## src/sv/fpfa_pkg.sv

```systemverilog
// ----------------------------------------------------------------------------
// fpfa_pkg
// Shared types and constants for the fixed-partition fit allocator.
// ----------------------------------------------------------------------------
package fpfa_pkg;

  localparam int DEF_MAX_PARTITIONS = 16;
  localparam int DEF_SIZE_BITS      = 16;

  localparam int IN_TDATA_W  = 24;
  localparam int OUT_TDATA_W = 24;
  localparam int CFG_ADDR_W  = 1;
  localparam int CFG_DATA_W  = 5;

  localparam logic [CFG_ADDR_W-1:0] REG_FIT_MODE      = 1'd0;
  localparam logic [CFG_ADDR_W-1:0] REG_BLOCKS_IN_USE = 1'd1;

  localparam logic [1:0] MODE_FIRST = 2'd0;
  localparam logic [1:0] MODE_BEST  = 2'd1;
  localparam logic [1:0] MODE_WORST = 2'd2;

  localparam logic [4:0] BLOCKS_RESET = 5'd16;

  localparam logic CMD_LOAD = 1'b0;
  localparam logic CMD_REQ  = 1'b1;

  typedef enum logic [1:0] {
    ST_IDLE,
    ST_SCAN,
    ST_EMIT
  } fpfa_state_t;

  typedef struct packed {
    logic accept;
    logic issue;
    logic emit;
  } fpfa_ctrl_t;

  typedef struct packed {
    logic scan_more;
    logic out_free;
  } fpfa_status_t;

endpackage

```

## src/sv/fpfa_ctrl.sv

```systemverilog
// ----------------------------------------------------------------------------
// fpfa_ctrl
// Sequencer: takes an item, steps the partition scan for a request, then hands off result.
// ----------------------------------------------------------------------------
module fpfa_ctrl
  import fpfa_pkg::*;
(
  input  logic         clk,
  input  logic         rst,
  input  logic         s_tvalid,
  input  logic         s_tuser,
  output logic         s_tready,
  input  fpfa_status_t status,
  output fpfa_ctrl_t   ctrl
);

  fpfa_state_t state, state_next;

  always_ff @(posedge clk) begin
    if (rst) begin
      state <= ST_IDLE;
    end else begin
      state <= state_next;
    end
  end

  always_comb begin
    state_next = state;
    ctrl       = '0;
    s_tready   = 1'b0;
    unique case (state)
      ST_IDLE: begin
        s_tready = 1'b1;
        if (s_tvalid) begin
          ctrl.accept = 1'b1;
          state_next  = (s_tuser == CMD_REQ) ? ST_SCAN : ST_EMIT;
        end
      end
      ST_SCAN: begin
        if (status.scan_more) begin
          ctrl.issue = 1'b1;
        end else begin
          state_next = ST_EMIT;
        end
      end
      ST_EMIT: begin
        if (status.out_free) begin
          ctrl.emit  = 1'b1;
          state_next = ST_IDLE;
        end
      end
      default: begin
        state_next = ST_IDLE;
      end
    endcase
  end

endmodule

```

## src/sv/fpfa_dpath.sv

```systemverilog
// ----------------------------------------------------------------------------
// fpfa_dpath
// Partition size memory, taken/loaded bits, scan compare and result register.
// ----------------------------------------------------------------------------
module fpfa_dpath
  import fpfa_pkg::*;
#(
  parameter int MAX_PARTITIONS = DEF_MAX_PARTITIONS,
  parameter int SIZE_BITS      = DEF_SIZE_BITS
)
(
  input  logic                   clk,
  input  logic                   rst,
  input  logic                   cfg_we,
  input  logic [CFG_ADDR_W-1:0]  cfg_addr,
  input  logic [CFG_DATA_W-1:0]  cfg_wdata,
  input  logic [IN_TDATA_W-1:0]  s_tdata,
  input  logic                   s_tuser,
  output logic                   m_tvalid,
  input  logic                   m_tready,
  output logic [OUT_TDATA_W-1:0] m_tdata,
  output logic                   m_tuser,
  input  fpfa_ctrl_t             ctrl,
  output fpfa_status_t           status
);

  localparam int IDX_W = (MAX_PARTITIONS > 1) ? $clog2(MAX_PARTITIONS) : 1;
  localparam int CNT_W = $clog2(MAX_PARTITIONS + 1);

  logic [SIZE_BITS-1:0]      mem [MAX_PARTITIONS];
  logic [MAX_PARTITIONS-1:0] loaded;
  logic [MAX_PARTITIONS-1:0] taken;

  logic [1:0]            fit_mode;
  logic [4:0]            blocks_in_use;
  logic [CNT_W-1:0]      count;

  logic                  cmd;
  logic [SIZE_BITS-1:0]  want;
  logic [CNT_W-1:0]      ptr;
  logic [IDX_W-1:0]      ptr_idx;

  logic                  rd_vld;
  logic [SIZE_BITS-1:0]  rd_raw;
  logic                  rd_loaded;
  logic                  rd_taken;
  logic [IDX_W-1:0]      rd_idx;
  logic [SIZE_BITS-1:0]  rd_size;

  logic                  found;
  logic [IDX_W-1:0]      best_idx;
  logic [SIZE_BITS-1:0]  best_size;
  logic                  take;

  logic [3:0]            in_part;
  logic [15:0]           in_size;
  logic                  load_ok;
  logic [IDX_W-1:0]      load_idx;
  logic                  granted;
  logic [SIZE_BITS-1:0]  diff;

  assign in_part  = s_tdata[3:0];
  assign in_size  = s_tdata[19:4];
  assign load_ok  = ctrl.accept && (s_tuser == CMD_LOAD) && (int'(in_part) < MAX_PARTITIONS);
  assign load_idx = IDX_W'(in_part);
  assign ptr_idx  = ptr[IDX_W-1:0];

  always_comb begin
    if (int'(blocks_in_use) > MAX_PARTITIONS) begin
      count = CNT_W'(MAX_PARTITIONS);
    end else begin
      count = CNT_W'(blocks_in_use);
    end
  end

  assign status.scan_more = (ptr < count);
  assign status.out_free  = !m_tvalid || m_tready;

  // config registers
  always_ff @(posedge clk) begin
    if (rst) begin
      fit_mode      <= MODE_FIRST;
      blocks_in_use <= BLOCKS_RESET;
    end else if (cfg_we) begin
      unique case (cfg_addr)
        REG_FIT_MODE:      fit_mode      <= cfg_wdata[1:0];
        REG_BLOCKS_IN_USE: blocks_in_use <= cfg_wdata;
        default: ;
      endcase
    end
  end

  // size memory: one write port (load), one registered read port (scan)
  always_ff @(posedge clk) begin
    if (load_ok) begin
      mem[load_idx] <= SIZE_BITS'(in_size);
    end
    if (ctrl.issue) begin
      rd_raw <= mem[ptr_idx];
    end
  end

  // never-loaded partitions read as size zero
  assign rd_size = rd_loaded ? rd_raw : '0;

  always_comb begin
    take = 1'b0;
    if (rd_vld && !rd_taken && (rd_size >= want)) begin
      if (!found) begin
        take = 1'b1;
      end else if (fit_mode == MODE_BEST) begin
        take = (rd_size < best_size);
      end else if (fit_mode == MODE_WORST) begin
        take = (rd_size > best_size);
      end
    end
  end

  always_ff @(posedge clk) begin
    if (ctrl.accept) begin
      cmd  <= s_tuser;
      want <= SIZE_BITS'(in_size);
    end
    if (ctrl.issue) begin
      rd_loaded <= loaded[ptr_idx];
      rd_taken  <= taken[ptr_idx];
      rd_idx    <= ptr_idx;
    end
    if (take) begin
      best_idx  <= rd_idx;
      best_size <= rd_size;
    end
  end

  always_ff @(posedge clk) begin
    if (rst) begin
      ptr    <= '0;
      rd_vld <= 1'b0;
      found  <= 1'b0;
    end else begin
      rd_vld <= ctrl.issue;
      if (ctrl.accept) begin
        ptr   <= '0;
        found <= 1'b0;
      end else begin
        if (ctrl.issue) begin
          ptr <= ptr + CNT_W'(1);
        end
        if (take) begin
          found <= 1'b1;
        end
      end
    end
  end

  assign granted = (cmd == CMD_REQ) && found;
  assign diff    = best_size - want;

  always_ff @(posedge clk) begin
    if (rst) begin
      loaded <= '0;
      taken  <= '0;
    end else begin
      if (load_ok) begin
        loaded[load_idx] <= 1'b1;
        taken[load_idx]  <= 1'b0;
      end
      if (ctrl.emit && granted) begin
        taken[best_idx] <= 1'b1;
      end
    end
  end

  // result register
  always_ff @(posedge clk) begin
    if (rst) begin
      m_tvalid <= 1'b0;
    end else if (ctrl.emit) begin
      m_tvalid <= 1'b1;
    end else if (m_tready) begin
      m_tvalid <= 1'b0;
    end
  end

  always_ff @(posedge clk) begin
    if (ctrl.emit) begin
      m_tuser <= cmd;
      m_tdata <= '0;
      if (granted) begin
        m_tdata[0]    <= 1'b1;
        m_tdata[4:1]  <= 4'(best_idx);
        m_tdata[20:5] <= 16'(diff);
      end
    end
  end

endmodule

```

## src/sv/fixed_partition_fit_allocator.sv

```systemverilog
// ----------------------------------------------------------------------------
// A load item goes from acceptance straight to the result register; a request
// item first scans count entries, count = min(blocks_in_use, partitions).
// Results wait for a free output. Items are taken one at a time, a new one only
// once the last result is loaded; the scan reads one size memory entry per cycle.
// Reset (sync): all partitions free and read as size zero, first fit, 16 in use.
// ----------------------------------------------------------------------------
// ----------------------------------------------------------------------------
// fixed_partition_fit_allocator
// Fixed-partition allocator with first, best and worst fit placement.
// ----------------------------------------------------------------------------
module fixed_partition_fit_allocator
  import fpfa_pkg::*;
#(
  parameter int MAX_PARTITIONS = DEF_MAX_PARTITIONS,
  parameter int SIZE_BITS      = DEF_SIZE_BITS
)
(
  input  logic                   clk,
  input  logic                   rst,
  input  logic                   cfg_we,
  input  logic [CFG_ADDR_W-1:0]  cfg_addr,
  input  logic [CFG_DATA_W-1:0]  cfg_wdata,
  input  logic                   s_tvalid,
  output logic                   s_tready,
  input  logic [IN_TDATA_W-1:0]  s_tdata,   // part_index[3:0], size_value[19:4]
  input  logic                   s_tuser,   // cmd
  output logic                   m_tvalid,
  input  logic                   m_tready,
  output logic [OUT_TDATA_W-1:0] m_tdata,   // granted[0], block_index[4:1], leftover[20:5]
  output logic                   m_tuser    // result_kind
);

  fpfa_ctrl_t   ctrl;
  fpfa_status_t status;

  fpfa_ctrl u_ctrl (
    .clk      (clk),
    .rst      (rst),
    .s_tvalid (s_tvalid),
    .s_tuser  (s_tuser),
    .s_tready (s_tready),
    .status   (status),
    .ctrl     (ctrl)
  );

  fpfa_dpath #(
    .MAX_PARTITIONS (MAX_PARTITIONS),
    .SIZE_BITS      (SIZE_BITS)
  ) u_dpath (
    .clk       (clk),
    .rst       (rst),
    .cfg_we    (cfg_we),
    .cfg_addr  (cfg_addr),
    .cfg_wdata (cfg_wdata),
    .s_tdata   (s_tdata),
    .s_tuser   (s_tuser),
    .m_tvalid  (m_tvalid),
    .m_tready  (m_tready),
    .m_tdata   (m_tdata),
    .m_tuser   (m_tuser),
    .ctrl      (ctrl),
    .status    (status)
  );

endmodule
```

## config.mk

```make
export PLATFORM = sky130hd
export DESIGN_NAME = fixed_partition_fit_allocator
export DESIGN_NICKNAME = d
export VERILOG_FILES = /design/src/sv/fpfa_pkg.sv /design/src/sv/fpfa_ctrl.sv /design/src/sv/fpfa_dpath.sv /design/src/sv/fixed_partition_fit_allocator.sv
export SDC_FILE = /design/constraint.sdc
export NUM_CORES = 1
export LEC_CHECK = 0
export ABC_AREA = 0
export BUFFER_PORTS_ARGS = -buffer_cell sky130_fd_sc_hd__buf_2
export CAP_MARGIN = 5
export CELL_PAD_IN_SITES_DETAIL_PLACEMENT = 0
export CELL_PAD_IN_SITES_GLOBAL_PLACEMENT = 2
export CORE_MARGIN = 1.5
export CORE_UTILIZATION = 44
export CTS_BUF_LIST = sky130_fd_sc_hd__clkbuf_4 sky130_fd_sc_hd__clkbuf_8
export DETAILED_ROUTE_END_ITERATION = 10
export PLACE_DENSITY_LB_ADDON = 0.1
export SYNTH_ARGS = -nofsm -noshare
export SYNTH_HDL_FRONTEND = slang
export SYNTH_HIERARCHICAL = 1
export SYNTH_SLANG_ARGS = --single-unit
export TNS_END_PERCENT = 100
```

## constraint.sdc

```tcl
create_clock -name clk -period 3.7 [get_ports clk]
set_clock_uncertainty 0.1 [all_clocks]
set_input_delay 0.185 -clock clk [delete_from_list [all_inputs] [get_ports clk]]
set_output_delay 0.185 -clock clk [all_outputs]
set_load 0.05 [all_outputs]
```

==> metrics.txt <==
status=finished, final reports clean; setup repair bufs after CTS=0; Adder-Cell Fraction of Synth Area=~4.1%; first-pass GRT wire length=~54 mm; Clock transition at path regs=~0.06 ns; ys async rst share=0%; Rows=69; Critical Path RT=3.86 ns; fin. max-slew vios=0; hold depth=2; Synth area leader=edfxtp_1; vias in the first global route=around 9000; Hold Crit Class=in -> reg; GRT Resource Usage Total=between 10% and 20%; post-synthesis xor/xnor area fraction=less than 1%; Critical Path AT=3.30 ns; Post-Place Worst Slack=roughly 0.56 ns; Die Span X=193 um; Lkg Pwr=6.36 nW; total gr overflow=0; Syn Area/Cell=approximately 17 um^2; area delta synth->final=16.5%; Post-Route Setup TNS=0 ns; die area=roughly 37000 um^2; Max-slew headroom=around two fifths; 1st-iter DRT viols=~520; Netlist Area Pre-Place=15900 um^2; min Tclk post-route=3.14 ns; Worst Hold End=u_dpath/fit_mode[0]; final setup margin=~0.56 ns; drt wl/cell=22.1 um; critical path fanouts, max=20; Hold WS=0.102 ns; flop-to-flop setup slack=0.56 ns; hpwl dp=approximately 21 mm; WS Path Type=reg -> reg; Max Fclk=~0.32 GHz; Skew-Pair Late Insertion Delay=0.61 ns; main combinational cell family by area after synthesis=multiplexers; Detailed Route WL=between 30 and 40 mm; Max VDD drop=between 0.3 and 0.4 mV; largest net degree at the start of global routing=46; Clock Tree Buf Depth=3; Post-route DRC=0; simple-gate area share of the yosys netlist=6.42%; RSZ-0062 raised after global routing=false; Initial Utilization=between 40 and 50%; Resized Gates After CTS=0; hold_sp=rst; Final Cycle Share=84.8%; Die Y=about 190 um; compound-gate portion of the synthesized area=roughly 3.8%; PD cells=between 400 and 500 nW/um^2; fraction of layout cells with a size suffix above 1=about a quarter; GPL Wtd Cong=approximately 0.76; root buffer cell=clkbuf_8; H-tree Lvls=3; CTS buffer count=66; vias=~8600; Synth Instances=932; post-synth top area share=around 64%; sequential area share after synthesis=a little over two thirds; R2R depth=9; final net count=1176; CTS tree=built; YS warnings=6; Fin. Hold Viols=0; EDFF count, synth=between 300 and 400; Vias per Instance=approximately 5.4; dominant synthesized flop cell=edfxtp_1; CTS Hold Buffers Added=35; Port Buf Inserts=55; first-pass iteration count of the detailed router=4; final setup vio count=0; flops & latches, synth=386; max-cap viol count=0; top post-synthesis cells by area=edfxtp_1, mux4_2, dfxtp_1; IO Pins=63; post-synthesis mux area share=between 10% and 20%; distinct cell type count after synthesis=a little under 60; FF-to-FF End=u_dpath/best_size[11]; worst r2r src=u_dpath/rd_loaded; initial antenna violation count=2; Core ar.=about 36000 um^2; clock sinks=approximately 390; Worst setup EP type=register; Worst Tran Pin Value=0.917 ns; Worst Setup Start Kind=register; Post-DRT Antenna Nets=0
-- state kept, by name (all words and copies together) (netlist names), 2 cells and up --
signal,cells
u_dpath/rd_idx,4
u_dpath/taken,16
u_dpath/mem,256
u_dpath/blocks_in_use,5
u_dpath/loaded,16
u_dpath/best_size,16
u_dpath/rd_raw,16
u_dpath/fit_mode,2
u_dpath/ptr,5
u_dpath/want,16
u_dpath/m_tdata,21
u_dpath/best_idx,4
u_ctrl/state,2
-- kinds of logic (layout without fill, tap and decap cells) --
kind of cell	count (synthesis)	count (layout)
muxes	93	93
and+or+nand+nor	209	209
DFF	386	386
xor gates and xnor gates	15	15
AOI/OAI and AO/OA	102	102
buffers and inverters	74	276
adders and majority gates	52	52
other	1	4
-- per-stage QoR --
| stage | total power [mW] | std cells | util, % | instance area, um^2 |
|---|---|---|---|---|
| finish | 9.04 | 1598 | 52.2 | 18600 |
| global route | 9.40 | 1598 | 52.2 | 18600 |
| CTS | 9.17 | 1597 | 52.2 | 18600 |
| detailed placement | 5.42 | 1448 | 47.6 | 16900 |
| global placement | 5.42 | 1448 | 47.6 | 16900 |
| floorplan | 5.24 | 934 | - | 15900 |
-- cells in the mapped netlist, types with 13 or more instances --
cell	number
nand2_1	35
o21ai_0	26
clkbuf_1	13
edfxtp_1	337
a21oi_1	40
mux4_2	89
ha_1	49
nor2_1	83
nand3_1	13
nand2b_1	14
dfxtp_1	49
and2_1	17
inv_1	41
-- worst max-delay path, cell delays in order (launching register included) --
cell and delay, ns:
edfxtp_1 0.57, and2_1 0.26, ha_1 0.31, a211oi_1 0.26, nor2_1 0.08, nor3_1 0.15
o21ai_0 0.23, o41a_1 0.44, a2bb2oi_2 0.12, buf_4 0.29
-- routing by layer --
| metal | GRT usage (%) | up-vias | wire length (um) |
|---|---|---|---|
| met5 | 0 | - | 0 |
| met3 | 4.13 | 55 | 1680 |
| met1 | 26.8 | 4401 | 15800 |
| met2 | 31.4 | 188 | 17200 |
| li1 | - | 3961 | - |
| met4 | 6.29 | 0 | 670 |
-- worst max path at each step --
stage	start	end	slack (ns)	cells past startpoint
final	u_dpath/rd_loaded	u_dpath/best_size[11]	0.56	9
after global routing	u_dpath/rd_loaded	u_dpath/best_size[11]	0.33	9
after CTS	u_dpath/rd_loaded	u_dpath/best_size[11]	0.51	9
after detailed placement	u_dpath/rd_loaded	u_dpath/best_size[12]	0.56	9
after global placement	u_dpath/rd_loaded	u_dpath/best_size[12]	0.58	9
after floorplan	u_dpath/rd_loaded	u_dpath/best_idx[0]	0.13	10
-- cells in the final DEF, fill, tap and decap left out, types with 26 or more instances in the layout --
cell           count
edfxtp_1         337
mux4_2            89
nor2_1            71
clkbuf_8          68
buf_2             55
ha_1              49
dfxtp_1           47
inv_1             41
a21oi_1           40
dlygate4sd3_1     35
nand2_1           35
buf_4             29
o21ai_0           26
-- final cells by class --
type,count,area (um^2)
timing repair buffer,121,883
clock inverter,25,164
sequential,386,11100
tap,461,577
antenna,1,2.50
inverter,41,154
multi-input combinational,474,4570
clock buffer,89,1090
fill,2946,17000
-- report_power, final --
| group | switching [mW] | internal [mW] | total [mW] |
|---|---|---|---|
| sequential | 0.0340 | 4.81 | 4.84 |
| combinational | 0.330 | 0.183 | 0.512 |
| clock | 1.68 | 2.00 | 3.69 |
No activity file was read; power rests on OpenSTA's default activity.
